--- src/sv/sbus_frame_channel_decoder_core_macros.svh ---
// Assertion helpers shared by the decoder modules.
`ifndef SBUS_FRAME_CHANNEL_DECODER_CORE_MACROS_SVH
`define SBUS_FRAME_CHANNEL_DECODER_CORE_MACROS_SVH

// Same-cycle implication, checked outside reset.
`define SFCD_ASSERT_IMP(label, clk, rst_n, ante, cons) \
  label: assert property (@(posedge clk) disable iff (!rst_n) (ante) |-> (cons)) \
    else $error("sbus decoder check failed");

// Next-cycle implication, checked outside reset.
`define SFCD_ASSERT_NXT(label, clk, rst_n, ante, cons) \
  label: assert property (@(posedge clk) disable iff (!rst_n) (ante) |=> (cons)) \
    else $error("sbus decoder check failed");

`endif

--- src/sv/sfcd_pkg.sv ---
`default_nettype none
package sfcd_pkg;

  localparam int CHANNELS_DEF = 16;
  localparam int RAW_W        = 11;
  localparam int VALUE_W      = 16;
  localparam int CFG_DATA_W   = 16;

  // Byte positions within a frame.
  localparam logic [4:0] POS_IDLE       = 5'd31;
  localparam logic [4:0] POS_LAST_DATA  = 5'd22;
  localparam logic [4:0] POS_FLAG       = 5'd23;
  localparam logic [4:0] POS_FRAME_LAST = 5'd24;

  localparam logic [7:0] HEADER_BYTE   = 8'h0F;
  localparam logic [7:0] FOOTER_BYTE   = 8'h00;
  localparam logic [7:0] FAILSAFE_MASK = 8'h08;
  localparam logic [7:0] LOST_MASK     = 8'h04;

  localparam logic [4:0]  WANTED_RST = 5'd16;
  localparam logic [10:0] RAW_MIN_RST = 11'd172;
  localparam logic [15:0] SCALE_RST   = 16'd10000;
  localparam logic [15:0] TARGET_RST  = 16'd1000;

  typedef enum logic [1:0] {
    CFG_CHANNELS_WANTED = 2'd0,
    CFG_RAW_MINIMUM     = 2'd1,
    CFG_SCALE_Q14       = 2'd2,
    CFG_TARGET_MINIMUM  = 2'd3
  } cfg_reg_e;

  typedef enum logic [1:0] {
    ST_OK        = 2'd0,
    ST_BAD_FRAME = 2'd1,
    ST_FAILSAFE  = 2'd2,
    ST_LOST      = 2'd3
  } frame_status_e;

  // Commands from the controller to the datapath.
  typedef struct packed {
    logic          byte_take;
    logic          load_status;
    frame_status_e status;
    logic          load_chan;
    logic [3:0]    chan_idx;
    logic          chan_last;
  } sfcd_cmd_t;

  // Status from the datapath to the controller.
  typedef struct packed {
    logic          last_byte;
    frame_status_e verdict;
    logic [4:0]    chan_count;
    logic          out_valid;
    logic          out_taken;
  } sfcd_sts_t;

endpackage
`default_nettype wire

--- src/sv/sbus_frame_channel_decoder_core.sv ---
// Decodes one serial-bus radio frame of 25 bytes offered one byte per request, the first
// byte flagged by frame_start_i. On the final byte the frame is judged (header, footer,
// failsafe, frame lost); a bad frame, or a good one when no channels are wanted, gives
// one status request, a good one gives the first channels_wanted channels (at most
// CHANNELS), each scaled, rounded and saturated to 16 bits. Channel results leave one at
// a time: each goes through a raw store read, the single multiply stage and the offset
// and saturation stage before it reaches the output register, and the next is started
// only once the output has been taken. The input is stalled while channels are being
// produced, and the final byte of the next frame waits while the previous result is still
// unclaimed. Configuration writes are always ready and take effect on the next cycle.
`default_nettype none
module sbus_frame_channel_decoder_core
  import sfcd_pkg::*;
#(
  parameter int CHANNELS = CHANNELS_DEF
) (
  input  wire logic                  clk_i,
  input  wire logic                  rst_ni,
  input  wire logic                  cfg_valid_i,
  output logic                       cfg_ready_o,
  input  wire logic [1:0]            cfg_index_i,
  input  wire logic [CFG_DATA_W-1:0] cfg_data_i,
  input  wire logic                  in_valid_i,
  output logic                       in_stall_o,
  input  wire logic [7:0]            frame_byte_i,
  input  wire logic                  frame_start_i,
  output logic                       out_valid_o,
  input  wire logic                  out_stall_i,
  output logic [1:0]                 frame_status_o,
  output logic [3:0]                 channel_index_o,
  output logic [VALUE_W-1:0]         channel_value_o,
  output logic                       value_present_o,
  output logic                       value_clipped_o,
  output logic                       last_of_frame_o
);

  sfcd_cmd_t cmd;
  sfcd_sts_t sts;

  assign cfg_ready_o = 1'b1;

  sfcd_ctrl u_ctrl (
    .clk_i         (clk_i),
    .rst_ni        (rst_ni),
    .in_valid_i    (in_valid_i),
    .frame_start_i (frame_start_i),
    .in_stall_o    (in_stall_o),
    .sts_i         (sts),
    .cmd_o         (cmd)
  );

  sfcd_dp #(
    .CHANNELS (CHANNELS)
  ) u_dp (
    .clk_i           (clk_i),
    .rst_ni          (rst_ni),
    .cfg_valid_i     (cfg_valid_i),
    .cfg_index_i     (cfg_index_i),
    .cfg_data_i      (cfg_data_i),
    .frame_byte_i    (frame_byte_i),
    .frame_start_i   (frame_start_i),
    .out_stall_i     (out_stall_i),
    .cmd_i           (cmd),
    .sts_o           (sts),
    .frame_status_o  (frame_status_o),
    .channel_index_o (channel_index_o),
    .channel_value_o (channel_value_o),
    .value_present_o (value_present_o),
    .value_clipped_o (value_clipped_o),
    .last_of_frame_o (last_of_frame_o),
    .out_valid_o     (out_valid_o)
  );

endmodule
`default_nettype wire

--- src/sv/sfcd_ram.sv ---
`default_nettype none
module sfcd_ram #(
  parameter int WIDTH = 11,
  parameter int DEPTH = 16,
  parameter int AW    = (DEPTH > 1) ? $clog2(DEPTH) : 1
) (
  input  wire logic             clk_i,
  input  wire logic             we_i,
  input  wire logic [AW-1:0]    waddr_i,
  input  wire logic [WIDTH-1:0] wdata_i,
  input  wire logic [AW-1:0]    raddr_i,
  output logic      [WIDTH-1:0] rdata_o
);

  logic [WIDTH-1:0] mem_q [DEPTH];

  always_ff @(posedge clk_i) begin
    if (we_i) begin
      mem_q[waddr_i] <= wdata_i;
    end
    rdata_o <= mem_q[raddr_i];
  end

endmodule
`default_nettype wire

--- src/sv/sfcd_dp.sv ---
`default_nettype none
`include "sbus_frame_channel_decoder_core_macros.svh"
module sfcd_dp
  import sfcd_pkg::*;
#(
  parameter int CHANNELS = CHANNELS_DEF
) (
  input  wire logic                  clk_i,
  input  wire logic                  rst_ni,
  input  wire logic                  cfg_valid_i,
  input  wire logic [1:0]            cfg_index_i,
  input  wire logic [CFG_DATA_W-1:0] cfg_data_i,
  input  wire logic [7:0]            frame_byte_i,
  input  wire logic                  frame_start_i,
  input  wire logic                  out_stall_i,
  input  wire sfcd_cmd_t             cmd_i,
  output sfcd_sts_t                  sts_o,
  output logic [1:0]                 frame_status_o,
  output logic [3:0]                 channel_index_o,
  output logic [VALUE_W-1:0]         channel_value_o,
  output logic                       value_present_o,
  output logic                       value_clipped_o,
  output logic                       last_of_frame_o,
  output logic                       out_valid_o
);

  localparam int AW = (CHANNELS > 1) ? $clog2(CHANNELS) : 1;

  // Configuration registers.
  logic [4:0]         wanted_q;
  logic [RAW_W-1:0]   rmin_q;
  logic [15:0]        scale_q;
  logic [15:0]        tmin_q;

  // Frame tracking and unpacking.
  logic [4:0]  pos_q, pos_d, pos_inc;
  logic        hdr_good_q, hdr_good_d;
  logic [17:0] res_q, res_d, res_or;
  logic [4:0]  cnt_q, cnt_d, cnt_sum;
  logic [4:0]  fill_q, fill_d;
  logic [7:0]  flag_q, flag_d;
  logic        ram_we;
  logic [RAW_W-1:0] raw_rd;

  // Scaling pipeline.
  logic signed [11:0] diff;
  logic signed [28:0] prod_d, prod_q;
  logic [31:0]        tsum;
  logic [VALUE_W-1:0] scaled;
  logic               clip;

  // Output register.
  logic               out_valid_q;
  logic [1:0]         ostat_q;
  logic [3:0]         oidx_q;
  logic [VALUE_W-1:0] oval_q;
  logic               opres_q, oclip_q, olast_q;
  logic               out_taken;

  always_ff @(posedge clk_i or negedge rst_ni) begin
    if (!rst_ni) begin
      wanted_q <= WANTED_RST;
      rmin_q   <= RAW_MIN_RST;
      scale_q  <= SCALE_RST;
      tmin_q   <= TARGET_RST;
    end else if (cfg_valid_i) begin
      case (cfg_reg_e'(cfg_index_i))
        CFG_CHANNELS_WANTED: wanted_q <= cfg_data_i[4:0];
        CFG_RAW_MINIMUM:     rmin_q   <= cfg_data_i[RAW_W-1:0];
        CFG_SCALE_Q14:       scale_q  <= cfg_data_i;
        CFG_TARGET_MINIMUM:  tmin_q   <= cfg_data_i;
        default: ;
      endcase
    end
  end

  // Byte handling: start resets the frame, data bytes feed the reservoir, the flag byte is kept.
  always_comb begin
    pos_d      = pos_q;
    hdr_good_d = hdr_good_q;
    res_d      = res_q;
    cnt_d      = cnt_q;
    fill_d     = fill_q;
    flag_d     = flag_q;
    ram_we     = 1'b0;
    pos_inc    = pos_q + 5'd1;
    res_or     = res_q | (18'(frame_byte_i) << cnt_q);
    cnt_sum    = cnt_q + 5'd8;
    if (cmd_i.byte_take) begin
      if (frame_start_i) begin
        pos_d      = 5'd0;
        hdr_good_d = (frame_byte_i == HEADER_BYTE);
        res_d      = '0;
        cnt_d      = '0;
        fill_d     = '0;
        flag_d     = '0;
      end else if (pos_q < POS_FRAME_LAST) begin
        if (pos_inc <= POS_LAST_DATA) begin
          pos_d = pos_inc;
          if (cnt_sum >= 5'd11) begin
            ram_we = (fill_q < 5'(CHANNELS));
            fill_d = fill_q + 5'd1;
            res_d  = res_or >> 11;
            cnt_d  = cnt_sum - 5'd11;
          end else begin
            res_d = res_or;
            cnt_d = cnt_sum;
          end
        end else if (pos_inc == POS_FLAG) begin
          pos_d  = pos_inc;
          flag_d = frame_byte_i;
        end else begin
          pos_d = POS_IDLE;
        end
      end
    end
  end

  always_ff @(posedge clk_i or negedge rst_ni) begin
    if (!rst_ni) begin
      pos_q      <= POS_IDLE;
      hdr_good_q <= 1'b0;
      res_q      <= '0;
      cnt_q      <= '0;
      fill_q     <= '0;
      flag_q     <= '0;
    end else begin
      pos_q      <= pos_d;
      hdr_good_q <= hdr_good_d;
      res_q      <= res_d;
      cnt_q      <= cnt_d;
      fill_q     <= fill_d;
      flag_q     <= flag_d;
    end
  end

  sfcd_ram #(
    .WIDTH (RAW_W),
    .DEPTH (CHANNELS),
    .AW    (AW)
  ) u_raw_ram (
    .clk_i   (clk_i),
    .we_i    (ram_we),
    .waddr_i (fill_q[AW-1:0]),
    .wdata_i (res_or[RAW_W-1:0]),
    .raddr_i (cmd_i.chan_idx[AW-1:0]),
    .rdata_o (raw_rd)
  );

  // Scaling: one multiply stage, then offset, rounding and saturation.
  always_comb begin
    diff   = $signed({1'b0, raw_rd}) - $signed({1'b0, rmin_q});
    prod_d = diff * $signed({1'b0, scale_q});
  end

  always_ff @(posedge clk_i) begin
    prod_q <= prod_d;
  end

  always_comb begin
    tsum = {{3{prod_q[28]}}, prod_q} + {2'b00, tmin_q, 14'd0} + 32'd8192;
    if (tsum[31]) begin
      scaled = '0;
      clip   = 1'b1;
    end else if (tsum[30]) begin
      scaled = '1;
      clip   = 1'b1;
    end else begin
      scaled = tsum[29:14];
      clip   = 1'b0;
    end
  end

  assign out_taken = out_valid_q && !out_stall_i;

  always_ff @(posedge clk_i or negedge rst_ni) begin
    if (!rst_ni) begin
      out_valid_q <= 1'b0;
    end else if (cmd_i.load_status || cmd_i.load_chan) begin
      out_valid_q <= 1'b1;
    end else if (out_taken) begin
      out_valid_q <= 1'b0;
    end
  end

  always_ff @(posedge clk_i) begin
    if (cmd_i.load_status) begin
      ostat_q <= cmd_i.status;
      oidx_q  <= '0;
      oval_q  <= '0;
      opres_q <= 1'b0;
      oclip_q <= 1'b0;
      olast_q <= 1'b1;
    end else if (cmd_i.load_chan) begin
      ostat_q <= ST_OK;
      oidx_q  <= cmd_i.chan_idx;
      oval_q  <= scaled;
      opres_q <= 1'b1;
      oclip_q <= clip;
      olast_q <= cmd_i.chan_last;
    end
  end

  // Frame verdict for the byte now offered as the final one.
  always_comb begin
    if (!hdr_good_q || frame_byte_i != FOOTER_BYTE) begin
      sts_o.verdict = ST_BAD_FRAME;
    end else if ((flag_q & FAILSAFE_MASK) != 8'd0) begin
      sts_o.verdict = ST_FAILSAFE;
    end else if ((flag_q & LOST_MASK) != 8'd0) begin
      sts_o.verdict = ST_LOST;
    end else begin
      sts_o.verdict = ST_OK;
    end
    sts_o.last_byte  = (pos_q == POS_FLAG);
    sts_o.chan_count = (wanted_q > 5'(CHANNELS)) ? 5'(CHANNELS) : wanted_q;
    sts_o.out_valid  = out_valid_q;
    sts_o.out_taken  = out_taken;
  end

  assign frame_status_o  = ostat_q;
  assign channel_index_o = oidx_q;
  assign channel_value_o = oval_q;
  assign value_present_o = opres_q;
  assign value_clipped_o = oclip_q;
  assign last_of_frame_o = olast_q;
  assign out_valid_o     = out_valid_q;

  `SFCD_ASSERT_IMP(a_fill_bounded, clk_i, rst_ni, 1'b1, fill_q <= 5'd16)
  `SFCD_ASSERT_IMP(a_rise_has_load, clk_i, rst_ni, $rose(out_valid_q),
                   $past(cmd_i.load_status || cmd_i.load_chan))
  `SFCD_ASSERT_NXT(a_taken_clears, clk_i, rst_ni,
                   out_taken && !cmd_i.load_status && !cmd_i.load_chan, !out_valid_q)

endmodule
`default_nettype wire

--- src/sv/sfcd_ctrl.sv ---
`default_nettype none
`include "sbus_frame_channel_decoder_core_macros.svh"
module sfcd_ctrl
  import sfcd_pkg::*;
(
  input  wire logic      clk_i,
  input  wire logic      rst_ni,
  input  wire logic      in_valid_i,
  input  wire logic      frame_start_i,
  output logic           in_stall_o,
  input  wire sfcd_sts_t sts_i,
  output sfcd_cmd_t      cmd_o
);

  typedef enum logic [2:0] {
    S_IDLE,
    S_READ,
    S_MUL,
    S_SCALE,
    S_WAIT
  } state_e;

  state_e     state_q;
  logic [3:0] cnt_q;
  logic       take;
  logic       final_byte;
  logic       is_last;

  always_comb begin
    // The final byte needs the output register, so it waits for the taker.
    in_stall_o = (state_q != S_IDLE) || (sts_i.out_valid && sts_i.last_byte);
    take       = in_valid_i && !in_stall_o;
    final_byte = take && !frame_start_i && sts_i.last_byte;
    is_last    = ({1'b0, cnt_q} + 5'd1) == sts_i.chan_count;

    cmd_o.byte_take   = take;
    cmd_o.load_status = final_byte &&
                        (sts_i.verdict != ST_OK || sts_i.chan_count == 5'd0);
    cmd_o.status      = sts_i.verdict;
    cmd_o.load_chan   = (state_q == S_SCALE);
    cmd_o.chan_idx    = cnt_q;
    cmd_o.chan_last   = is_last;
  end

  always_ff @(posedge clk_i or negedge rst_ni) begin
    if (!rst_ni) begin
      state_q <= S_IDLE;
      cnt_q   <= '0;
    end else begin
      case (state_q)
        S_IDLE: begin
          if (final_byte && !cmd_o.load_status) begin
            cnt_q   <= '0;
            state_q <= S_READ;
          end
        end
        S_READ:  state_q <= S_MUL;
        S_MUL:   state_q <= S_SCALE;
        S_SCALE: state_q <= is_last ? S_IDLE : S_WAIT;
        S_WAIT: begin
          if (sts_i.out_taken) begin
            cnt_q   <= cnt_q + 4'd1;
            state_q <= S_READ;
          end
        end
        default: state_q <= S_IDLE;
      endcase
    end
  end

  `SFCD_ASSERT_IMP(a_load_into_empty, clk_i, rst_ni,
                   cmd_o.load_chan || cmd_o.load_status, !sts_i.out_valid)
  `SFCD_ASSERT_NXT(a_last_goes_idle, clk_i, rst_ni,
                   cmd_o.load_chan && cmd_o.chan_last, state_q == S_IDLE)
  `SFCD_ASSERT_IMP(a_cnt_in_range, clk_i, rst_ni, state_q != S_IDLE,
                   {1'b0, cnt_q} < sts_i.chan_count)

endmodule
`default_nettype wire
--- config.mk ---
export PLATFORM = sky130hd
export DESIGN_NAME = sbus_frame_channel_decoder_core
export DESIGN_NICKNAME = d
export VERILOG_FILES = /design/src/sv/sfcd_pkg.sv /design/src/sv/sbus_frame_channel_decoder_core.sv /design/src/sv/sfcd_ram.sv /design/src/sv/sfcd_dp.sv /design/src/sv/sfcd_ctrl.sv
export VERILOG_INCLUDE_DIRS = /design/src /design/src/sv
export SDC_FILE = /design/constraint.sdc
export NUM_CORES = 1
export LEC_CHECK = 0
export BUFFER_PORTS_ARGS = -buffer_cell sky130_fd_sc_hd__buf_2
export CAP_MARGIN = 20
export CORE_MARGIN = 3
export CORE_UTILIZATION = 40
export DETAILED_ROUTE_END_ITERATION = 8
export HOLD_SLACK_MARGIN = 0.12
export PLACE_DENSITY = 0.61
export SYNTH_ARGS = -nofsm -noshare
export SYNTH_HDL_FRONTEND = slang
export SYNTH_SLANG_ARGS = --single-unit
--- constraint.sdc ---
create_clock -name clk_i -period 18.4 [get_ports clk_i]
set_input_delay 3.68 -clock clk_i [delete_from_list [all_inputs] [get_ports clk_i]]
set_output_delay 3.68 -clock clk_i [all_outputs]
set_load 0.05 [all_outputs]
==> impl_metrics.py <==
metrics = {
    "setup_path": {
        "crit_type": "reg -> reg",
        "cp.arrival_ns": 8.06,
        "slowest_stage": "fa_1",
        "timing.rr.start": "u_dp.rmin_q[0]$_DFFE_PN0P_",
        "cp-startpoint": "u_dp.rmin_q[0]$_DFFE_PN0P_",
        "ff2ff_setup_slack_ns": 10.78,
        "cp-start-kind": "flip-flop",
        "timing.critical_path.mode_cell": "fa_1",
        "end_kind": "flip-flop",
        "slowest_delay_ns": 0.55,
        "r2r_cells": 29,
        "worstReg2RegEnd": "u_dp.prod_q[25]$_DFF_P_",
        "required_ns": 18.84,
        "worst-path-max-fanout": 16,
    },
    "synthesis": {
        "synth_top_cell_by_area": "edfxtp_1",
        "syn_inst": 1776,
        "synth.most_common_cell": "inv_1",
        "synthFlopType": "edfxtp_1",
        "synth_compound_area_share_pct": 7.536,
        "synth-adder-area-share_pct": 21.18,
        "synth_area_sq_mm": 0.02035,
        "synthTopCellsByArea": "edfxtp_1 (26%), fa_1 (14%), dfrtp_1 (8.7%)",
        "ys_warn_count": 0,
        "synth_seq_area_share_pct": 42.62,
        "synthTopCellsByCount": "inv_1 (230), nand2_1 (208), edfxtp_1 (178), fa_1 (141), ha_1 (119)",
        "synth-simple-area-share_pct": 11.02,
        "synthMuxAreaShare_pct": 9.669,
        "syn_avg_cell_area_sq_um": 11.46,
        "syn-num-nets": 2068,
        "synthArstFlopShare_pct": 28.75,
        "synth_top_family_by_area": "adder cells",
        "synth_seq_cells": 320,
        "synth-xor-area-share_pct": 2.194,
        "synth-edff-count": 178,
        "yosysUniqueCellTypes": 80,
        "synth.top_cell.area_share_pct": 26.26,
    },
    "routing": {
        "drt_pre_antenna_iters": 5,
        "avgRoutedWirePerCell_um": 18.26,
        "vias": 13295,
        "drcViolationCount": 0,
        "finalWirelength_um": 46030,
        "drt-initial-drc-count": 844,
        "wl_met3_um": 2213,
        "highest_layer": "met4",
        "wl_met1_um": 20370,
        "dr_wl_met2_um": 22640,
        "ant_nets": 0,
        "vias_per_cell": 5.274,
    },
    "placed_design": {
        "gp_congestion": 0.8679,
        "numPortBuffers": 58,
        "dp_hpwl_um": 33470,
    },
    "clock_tree": {
        "cts.hold.buffers_added": 0,
        "insertion_delay_ns": 0.52,
        "cts_sinks": 320,
        "cts_buffer_depth": 3,
        "cts_tree": "done",
        "cts_resized": 0,
        "post_cts_buffers": 0,
        "clkSlewWorstSetupHoldPaths_ns": 0.06,
        "numCtsBuffers": 36,
        "cts_max_level": 2,
        "cts_root_buf": "clkbuf_16",
    },
    "flow_run": {
        "maxCapViolations": 0,
    },
    "sta": {
        "fin_tns_setup_ns": 0,
        "maxSlewHeadroom_pct": 30.90,
        "skew_ns": 0.01624,
        "fmax_mhz": 131.2,
        "hold_viol": 0,
        "rsz0062_at_grt": "no",
        "worstMarginPinSlew_ns": 1.036,
        "maxSlewViolCount": 0,
        "period_minus_slack_ns": 7.619,
        "finalSetupViolCount": 0,
        "fin_crit_sh_pct": 41.41,
        "timing.hold.ws_ns": 0.4620,
    },
    "die": {
        "die_w_um": 231.6,
        "die_h_um": 231.6,
        "ioPinCount": 60,
        "rows": 82,
        "start_util_pct": 40.57,
        "dieArea_sq_mm": 0.05363,
        "core_sq_mm": 0.05017,
    },
    "layout": {
        "num-nets-final": 2115,
        "drive_above_1_share_pct": 16.01,
        "insertedDiodeCount": 0,
        "area_growth_syn_to_layout_pct": 11.13,
        "n_fill_cell": 4604,
    },
    "global_route": {
        "track_usage_pct": 17.41,
        "grt_pass1_vias": 13544,
        "grt_overflow": 0,
        "antenna_found_initial": 0,
        "grt_pass1_wl_um": 73970,
        "grt_start_max_net_pins": 59,
    },
    "min_path": {
        "worst_hold_path_type": "reg -> reg",
        "min_to": "u_dp.channel_value_o[13]$_SDFFE_PP0P_",
        "hold_start": "u_dp.channel_value_o[13]$_SDFFE_PP0P_",
        "holdPathStages": 2,
    },
    "outcome": {
        "status": "finished, final reports clean",
    },
}
## flip-flops by register name, summed over array words and instances, names as in the netlist, 4 cells and up
name                    cells
u_ctrl.cnt_q                4
u_dp.channel_index_o        4
u_dp.channel_value_o       16
u_dp.cnt_q                  5
u_dp.fill_q                 5
u_dp.pos_q                  5
u_dp.prod_q                16
u_dp.res_q                 18
u_dp.rmin_q                11
u_dp.scale_q               16
u_dp.tmin_q                16
u_dp.u_raw_ram.mem_q      176
u_dp.u_raw_ram.rdata_o     11
u_dp.wanted_q               5
## cells by family after synthesis
group,count (synthesis)
AND/OR/NAND/NOR,479
multiplexers,121
adder cells (fa/ha/maj),260
buffers and inverters,305
other,1
XOR/XNOR,51
flip-flops,320
AO/OA/AOI/OAI,239
## metal layers
| layer | global-route usage [%] | vias to the layer above |
|---|---|---|
| li1 | - | 6127 |
| met3 | 2.348 | 69 |
| met5 | 0 | - |
| met2 | 30.12 | 305 |
| met4 | 4.067 | 0 |
| met1 | 23.34 | 6794 |
## cells in the final DEF, fill, tap and decap left out, drive strengths merged, types with 9 or more instances in the layout
cell type,n
a21o,29
edfxtp,178
dfrtp,71
o21ai,65
nand2,209
xnor2,31
dfstp,21
ha,119
mux4,55
fa,141
clkbuf,50
inv,233
and2,51
nor3,16
a31oi,9
nand2b,27
nor2,105
xor2,20
nand3,20
buf,82
mux2,55
mux2i,11
a21oi,69
dfxtp,50
## per-stage QoR
| step | utilization, % | setup WS, ns | area [sq um] | instances |
|---|---|---|---|---|
| floorplan | - | 11.46 | 20350 | 1776 |
| global placement | 42.66 | 10.92 | 21400 | 2455 |
| detailed placement | 42.67 | 10.77 | 21410 | 2456 |
| CTS | 45.07 | 10.75 | 22610 | 2520 |
| global route | 45.09 | 10.31 | 22620 | 2521 |
| finish | 45.09 | 10.78 | 22620 | 2521 |
## worst max-delay path by stage
stage,endpoint
after floorplan,u_dp.prod_q[25]$_DFF_P_
after global placement,u_dp.prod_q[25]$_DFF_P_
after detailed placement,u_dp.prod_q[25]$_DFF_P_
after CTS,u_dp.prod_q[25]$_DFF_P_
after global routing,u_dp.prod_q[25]$_DFF_P_
final,u_dp.prod_q[25]$_DFF_P_
## worst max-delay path: cells and delay by family (launching register included)
family                     cells  cell delay [ns]
AOI/OAI and AO/OA             13             2.98
xor gates and xnor gates       2             0.26
adders and majority gates      8             3.41
buffers and inverters          5             0.45
DFF                            1             0.34
and+or+nand+nor                1             0.10
## cell type report
type	instances	area [sq um]	area share, %
sequential	320	8677	38.36
multi-input combinational	1151	10550	46.65
timing repair buffer	83	480.5	2.124
tap	672	840.8	3.717
clock buffer	49	991.0	4.381
clock inverter	15	212.7	0.9403
inverter	231	867.1	3.833
Power is left out: the tool's default activity adds up to more than one toggle a clock period on the data nets, which glitch-free logic cannot reach.
